--- src/rtl/cpc_pkg.sv ---
package cpc_pkg;

    // normal components always carry this many fraction bits
    localparam int NORM_BITS = 16;
    localparam int ROOT_STAGES = 32;
    localparam int QUO_BITS = NORM_BITS + 1;
    localparam int NUM_W = 32 + NORM_BITS + 1;

    // per-item values that ride along the pipeline
    typedef struct packed {
        logic               hit;
        logic               coinc;
        logic               neg_x;
        logic               neg_y;
        logic [31:0]        mag_x;
        logic [31:0]        mag_y;
        logic signed [31:0] a_x;
        logic signed [31:0] a_y;
        logic [30:0]        radius_a;
        logic [31:0]        rsum;
    } side_t;

endpackage

--- src/rtl/cpc_back.sv ---
module cpc_back
    import cpc_pkg::*;
(
    input  logic                clk,
    input  logic                rst_n,
    input  logic                in_valid,
    input  logic [QUO_BITS-1:0] in_qx,
    input  logic [QUO_BITS-1:0] in_qy,
    input  logic [31:0]         in_dist,
    input  side_t               in_side,
    output logic                done,
    output logic                hit,
    output logic [31:0]         penetration,
    output logic signed [17:0]  normal_x,
    output logic signed [17:0]  normal_y,
    output logic signed [31:0]  contact_x,
    output logic signed [31:0]  contact_y
);

    localparam int PW = QUO_BITS + 31;

    logic              v1_reg, done_reg;
    logic [PW-1:0]     px_reg, py_reg;
    logic [QUO_BITS-1:0] qx1_reg, qy1_reg;
    logic [31:0]       pen_reg;
    side_t             side1_reg;

    logic              hit_reg;
    logic [31:0]       pen_out_reg;
    logic [17:0]       nx_reg, ny_reg;
    logic [31:0]       cx_reg, cy_reg;

    logic [PW:0]       rx_sum, ry_sum;
    logic [PW-NORM_BITS:0] sx, sy;
    logic signed [34:0] cx_raw, cy_raw;
    logic [31:0]       cx_sat, cy_sat;
    logic [17:0]       nx, ny;

    function automatic logic [31:0] sat32(input logic signed [34:0] v);
        logic [31:0] r;
        begin
            if (v[34:31] == 4'b0000 || v[34:31] == 4'b1111)
                r = v[31:0];
            else if (v[34])
                r = 32'h8000_0000;
            else
                r = 32'h7fff_ffff;
            return r;
        end
    endfunction

    // round half away from zero on the magnitude, then apply the sign
    assign rx_sum = {1'b0, px_reg} + (PW+1)'(1 << (NORM_BITS - 1));
    assign ry_sum = {1'b0, py_reg} + (PW+1)'(1 << (NORM_BITS - 1));
    assign sx = rx_sum[PW:NORM_BITS];
    assign sy = ry_sum[PW:NORM_BITS];
    assign cx_raw = side1_reg.neg_x
                    ? 35'(side1_reg.a_x) - 35'(signed'({1'b0, sx}))
                    : 35'(side1_reg.a_x) + 35'(signed'({1'b0, sx}));
    assign cy_raw = side1_reg.neg_y
                    ? 35'(side1_reg.a_y) - 35'(signed'({1'b0, sy}))
                    : 35'(side1_reg.a_y) + 35'(signed'({1'b0, sy}));
    assign cx_sat = sat32(cx_raw);
    assign cy_sat = sat32(cy_raw);
    assign nx = side1_reg.neg_x ? 18'(-{1'b0, qx1_reg}) : {1'b0, qx1_reg};
    assign ny = side1_reg.neg_y ? 18'(-{1'b0, qy1_reg}) : {1'b0, qy1_reg};

    always_ff @(posedge clk or negedge rst_n)
    begin
        if (!rst_n)
        begin
            v1_reg   <= 1'b0;
            done_reg <= 1'b0;
        end
        else
        begin
            v1_reg   <= in_valid;
            done_reg <= v1_reg;
        end
    end

    always_ff @(posedge clk)
    begin
        px_reg    <= in_qx * in_side.radius_a;
        py_reg    <= in_qy * in_side.radius_a;
        qx1_reg   <= in_qx;
        qy1_reg   <= in_qy;
        pen_reg   <= in_side.rsum - in_dist;
        side1_reg <= in_side;

        if (!side1_reg.hit)
        begin
            hit_reg     <= 1'b0;
            pen_out_reg <= '0;
            nx_reg      <= '0;
            ny_reg      <= '0;
            cx_reg      <= '0;
            cy_reg      <= '0;
        end
        else if (side1_reg.coinc)
        begin
            hit_reg     <= 1'b1;
            pen_out_reg <= {1'b0, side1_reg.radius_a};
            nx_reg      <= 18'(1 << NORM_BITS);
            ny_reg      <= '0;
            cx_reg      <= side1_reg.a_x;
            cy_reg      <= side1_reg.a_y;
        end
        else
        begin
            hit_reg     <= 1'b1;
            pen_out_reg <= pen_reg;
            nx_reg      <= nx;
            ny_reg      <= ny;
            cx_reg      <= cx_sat;
            cy_reg      <= cy_sat;
        end
    end

    assign done        = done_reg;
    assign hit         = hit_reg;
    assign penetration = pen_out_reg;
    assign normal_x    = signed'(nx_reg);
    assign normal_y    = signed'(ny_reg);
    assign contact_x   = signed'(cx_reg);
    assign contact_y   = signed'(cy_reg);

endmodule
--- config.mk ---
export PLATFORM = sky130hd
export DESIGN_NAME = cpc_back
export DESIGN_NICKNAME = d
export VERILOG_FILES = /design/src/rtl/cpc_pkg.sv /design/src/rtl/cpc_back.sv
export SDC_FILE = /design/constraint.sdc
export NUM_CORES = 2
export LEC_CHECK = 0
export BUFFER_PORTS_ARGS = -buffer_cell sky130_fd_sc_hd__buf_2
export CORE_ASPECT_RATIO = 1.2
export CORE_UTILIZATION = 57
export CTS_CLUSTER_DIAMETER = 120
export CTS_CLUSTER_SIZE = 28
export DETAILED_ROUTE_END_ITERATION = 16
export PLACE_DENSITY = 0.74
export SYNTH_ARGS = -nofsm -noshare
export SYNTH_HDL_FRONTEND = slang
export SYNTH_SLANG_ARGS = --single-unit
--- constraint.sdc ---
create_clock -name clk -period 6.3 [get_ports clk]
set_input_delay 0 -clock clk [delete_from_list [all_inputs] [get_ports clk]]
set_output_delay 0 -clock clk [all_outputs]
set_load 0.01 [all_outputs]
== After elaboration in Yosys (flattened, before gate mapping) ==
Cells that the tools add are included.

* Logic and storage cells: 60
* Register bits after elaboration: 396
* Output and inout port bits: 134
* Input port bits: 264

* Bitwise gates (word level): 3
* $add $sub $neg: 9
* $mul: 2
* Multiplexer cells: 13
* Equal/unequal tests: 2
* Reductions and logical operators: 7

{| class="wikitable"
|+ Operators by type and width
! cell !! number
|-
| 2-to-1 mux 32 bit || 6
|-
| adder 48 x 16 -> 49 bit, second input constant || 2
|-
| multiplier 17 x 31 -> 48 bit || 2
|-
| adder 32 x 34 -> 35 bit || 2
|-
| 2-to-1 mux 35 bit || 2
|-
| subtractor 32 x 34 -> 35 bit || 2
|-
| 2-to-1 mux 17 bit || 3
|-
| negator 17 -> 18 bit || 2
|-
| subtractor 32 bit || 1
|-
| 2-to-1 mux 31 bit || 1
|-
| equality test 4 bit, second input constant || 2
|-
| zero test 4 bit || 2
|-
| OR reduction 3 bit || 2
|-
| inverter 1 bit || 3
|-
| logical OR 1 bit || 2
|-
| OR reduction 2 bit || 1
|-
| 2-to-1 mux 1 bit || 1
|}

== Longest topological paths before layout ==
* Depth in word-level cells: 7
* Gate-level depth with buffers: 26
* Mapped depth without buffers: 25

== Worst setup path before layout ==
Ideal clock, no wire load.

* Path type: input-to-reg
* Start point: in in_side[42] (netlist bit)
* End point: reg px_reg[39]
* Stages on the path: 22
* Slack: 342 ps
* Data arrival time: 5885 ps
* Library setup time: 72 ps
* Data required time: 6228 ps
* Buffers on the path: 1
* Cell sequence: clkbuf_1 > nand2_1 > fa_1 > fa_1 > fa_1 > fa_1 > inv_1 > fa_1 > inv_1 > fa_1 > inv_1 > ha_1 > a21o_1 > a2111oi_0 > o211ai_1 > a21oi_1 > nor4_1 > o21ai_0 > a21oi_1 > a211o_1 > a21oi_1 > xnor2_1

* Word-level cells in the longest chain between the ends: 1

{| class="wikitable"
|+ Ends and longest elaborated chain
! what !! line !! RTL
|-
| start, declared || cpc_back.sv:10 || <nowiki>input side_t in_side,</nowiki>
|-
| multiplier 17 x 31 -> 48 bit || cpc_back.sv:84 || <nowiki>px_reg <= in_qx * in_side.radius_a;</nowiki>
|-
| end signal, assigned || cpc_back.sv:84 ||
|-
| end, declared || cpc_back.sv:23 || <nowiki>logic [PW-1:0] px_reg, py_reg;</nowiki>
|}

Every way passes these cells.
A chain may end at the register's enable or synchronous reset.

== Final worst setup path ==
* Start point: in in_qx[5]
* End point: reg px_reg[47]

* Word-level cells in the longest chain between the ends: 1

{| class="wikitable"
|+ Ends and longest elaborated chain
! what !! line !! RTL
|-
| start, declared || cpc_back.sv:7 || <nowiki>input logic [QUO_BITS-1:0] in_qx,</nowiki>
|-
| multiplier 17 x 31 -> 48 bit || cpc_back.sv:84 ||
|}

Every way passes these cells.

==> impl_metrics.sql <==
INSERT INTO impl_metrics (metric_group, metric, value, unit) VALUES
('synth', 'yosys.cell_types.count', '86', ''),
('setup_path', 'cp_num_buf_inv', '7', ''),
('global_routing', 'via_count_of_the_first_global_routing_pass', '42586', ''),
('worst_hold_path', 'hold_start', 'in_side[97]', ''),
('status', 'status', 'finished clean', ''),
('routing', 'num_vias', '40977', ''),
('synth', 'synthTopCellsByArea', 'fa_1, dfxtp_1, ha_1, inv_1, nand2_1', ''),
('layout', 'largest_register_ffs', '99', ''),
('clock_network', 'root_buffer', 'clkbuf_16', ''),
('timing', 'timing.clock.skew', '0.0307', 'ns'),
('place', 'dpl_cell_area', '54600', 'um^2'),
('setup_path', 'cell_depth_of_the_worst_flop_to_flop_path', '24', ''),
('synth', 'yosys.area.top_type', 'fa_1', ''),
('setup_path', 'timing.critical_path.slowest_stage_cell', 'fa_1', ''),
('timing', 'finalSetupTns', '0', 'ns'),
('layout', 'area_delta_synth_final', '15.4', '%'),
('layout', 'fillCellCount', '6853', ''),
('timing', 'fin_crit_sh', '96.6', '%'),
('synth', 'synth-edff-count', '0', ''),
('clock_network', 'worst_case_clock_buffer_depth', '3', ''),
('die', 'die_area', '89200', 'um^2'),
('timing', 'setup_viol', '0', ''),
('clock_network', 'worst_setup_hold_path_clk_slew', '0.11', 'ns'),
('synth', 'yosysWarnings', '0', ''),
('synth', 'synth_sequential_area_ratio', '14.6', '%'),
('setup_path', 'timing.rr.end', 'contact_y[15]', ''),
('synth', 'synth_top_cells_by_count', 'inv_1, fa_1, nand2_1', ''),
('setup_path', 'worst-path-max-fanout', '12', ''),
('worst_hold_path', 'hp-class', 'in -> reg', ''),
('synth', 'synthesis.instances', '5706', ''),
('clock_network', 'cts.sink_count', '366', ''),
('setup_path', 'critical_path_required', '6.80', 'ns'),
('routing', 'avgViaCountPerCell', '5.49', ''),
('synth', 'yosysMostFrequentCell', 'inv_1', ''),
('setup_path', 'worst_path_most_repeated_cell', 'fa_1', ''),
('global_routing', 'grt_max_degree', '71', ''),
('die', 'floorplan.die.height', '327', 'um'),
('clock_network', 'cts_tree', 'yes', ''),
('global_routing', 'first_pass_grt_wire_length', '222000', 'um'),
('routing', 'post-route-drc-count', '0', ''),
('setup_path', 'startpoint', 'in_qx[5]', ''),
('die', 'floorplan.io_pins', '398', ''),
('synth', 'ys_ff_latch', '366', ''),
('routing', 'route.final.wire_length', '138000', 'um'),
('timing', 'max_slew_margin', '24.7', '%'),
('routing', 'detail_route.first_pass.iterations', '5', ''),
('synth', 'synth_area', '50200', 'um^2'),
('clock_network', 'worstSkewPairLatency', '0.59', 'ns'),
('global_routing', 'globalRouteOverflowTotal', '0', ''),
('synth', 'synthesized_area_divided_by_synthesized_cell_count', '8.80', 'um^2'),
('timing', 'clock.fmax', '164', 'MHz'),
('die', 'placement_rows', '118', ''),
('power_and_ir_drop', 'leakagePower', '0.0292', 'uW'),
('synth', 'netlist.area_leader.share', '34.6', '%'),
('setup_path', 'worstSetupPathType', 'in -> reg', ''),
('routing', 'routed_wirelength_normalized_by_instance_count', '18.5', 'um'),
('global_routing', 'antenna_found_initial', '13', ''),
('timing', 'worst_pin_slew', '1.13', 'ns'),
('worst_hold_path', 'min_to', 'side1_reg[97]', ''),
('routing', 'drt-initial-drc-count', '2724', ''),
('power_and_ir_drop', 'p_per_area', '638', 'nW/um^2'),
('die', 'die-width', '273', 'um'),
('die', 'core_area', '86800', 'um^2'),
('setup_path', 'worst-path-stages', '26', ''),
('setup_path', 'end_kind', 'flop', ''),
('setup_path', 'regToRegSetupSlack', '0.33', 'ns'),
('setup_path', 'critPathArrivalTime', '6.59', 'ns'),
('layout', 'layout-drive-gt1-share', '11.4', '%'),
('synth', 'synthFlopType', 'dfxtp_1', ''),
('place', 'io_buffers', '333', ''),
('clock_network', 'h_tree_levels', '1', '');
cells by family (layout without fill, tap and decap cells):
group | Yosys count | count (layout) | synth area share (%)
multiplexers | 39 | 39 | 0.780
buffers and inverters | 1372 | 1984 | 10.3
flip-flops | 366 | 366 | 14.6
XOR/XNOR | 291 | 291 | 5.11
other | 0 | 10 | 0
AND/OR/NAND/NOR | 1787 | 1788 | 17.4
AO/OA/AOI/OAI | 639 | 639 | 8.60
adder cells (fa/ha/maj) | 1212 | 1212 | 43.2
timing repair:
action                     4_1_cts  5_1_grt
gates resized for setup          0       72
setup buffers                    0        3
hold endpoints to repair       165        0
hold buffers                   242        0
setup endpoints to repair        0       95
final cells by class:
| type | instances | area [um^2] | area share, % |
|---|---|---|---|
| antenna | 10 | 25.0 | 0.0432 |
| clock buffer | 22 | 508 | 0.877 |
| clock inverter | 8 | 155 | 0.268 |
| inverter | 1105 | 4150 | 7.16 |
| multi-input combinational | 3969 | 37800 | 65.3 |
| sequential | 366 | 7340 | 12.7 |
| tap | 1140 | 1430 | 2.46 |
| timing repair buffer | 849 | 6510 | 11.2 |
worst max-delay path by stage:
stage                             to  slack, ns
after floorplan           px_reg[39]       0.34
after global placement    py_reg[33]      -0.13
after detailed placement  py_reg[38]      -0.22
after CTS                 py_reg[38]      0.002
after global routing      py_reg[33]      -0.05
final                     px_reg[47]       0.22
metrics by stage:
stage	utilization [%]	instances	hold WS (ns)	total power (uW)	setup slack (ns)
floorplan	-	5706	-0.296	24400	0.342
global placement	62.9	7184	-0.216	33600	-0.129
detailed placement	62.9	7184	-0.212	34200	-0.224
CTS	66.4	7456	0.000602	36100	0.00232
global route	66.7	7468	0.0332	41100	-0.0462
finish	66.7	7469	0.0352	37000	0.216
placed cells by master (no fill, tap or decap), types with 13 or more instances in the layout:
master	count
and2_1	417
buf_4	246
dfxtp_1	361
o21bai_1	13
inv_1	1103
nand2_1	806
buf_12	24
a221oi_2	22
xnor2_1	155
o21ai_0	107
mux2i_1	38
nand3_1	64
and4_1	18
nand4_1	26
fa_1	867
ha_1	343
nor4_1	13
nor2b_1	54
a211oi_1	17
buf_2	318
o31ai_1	19
o21a_1	41
xor2_1	134
clkbuf_16	20
dlygate4sd3_1	242
nor2_1	176
or3_1	24
a21o_1	95
a31oi_1	24
nand2b_1	29
a21oi_1	179
and3_1	41
nor3_1	65
routing by layer:
layer	GRT usage [%]	routed length (um)	share of wire, %	vias to the layer above
met2	53.4	67300	49	1606
met4	16.3	7790	5.6	0
met5	0	0	0	-
li1	-	-	-	18725
met3	3.17	8220	5.9	393
met1	40.2	55100	40	20253
where the power goes:
group / switching [uW] / internal (uW)
clock: 922 / 629
combinational: 17100 / 14500
sequential: 540 / 3220
worst register-to-register path, stage by stage (launching register included):
cell and delay, ns:
dfxtp_1 0.38, ha_1 0.23, buf_4 0.15, and3_1 0.21, or4_1 0.41, o311a_1 0.20, nor3b_2 0.33, nand2_1 0.13
nor3_2 0.31, and3_1 0.27, a31oi_1 0.11, xnor2_1 0.18, ha_1 0.23, a21o_1 0.17, a21oi_1 0.13, nor2b_1 0.06
a2111oi_0 0.49, nand3b_1 0.17, nand3b_1 0.21, a311oi_1 0.40, xnor2_1 0.13, or3_1 0.39, a21oi_2 0.19, buf_12 0.20
a21oi_1 0.15
Note: power is estimated with default switching activity, not from simulation.
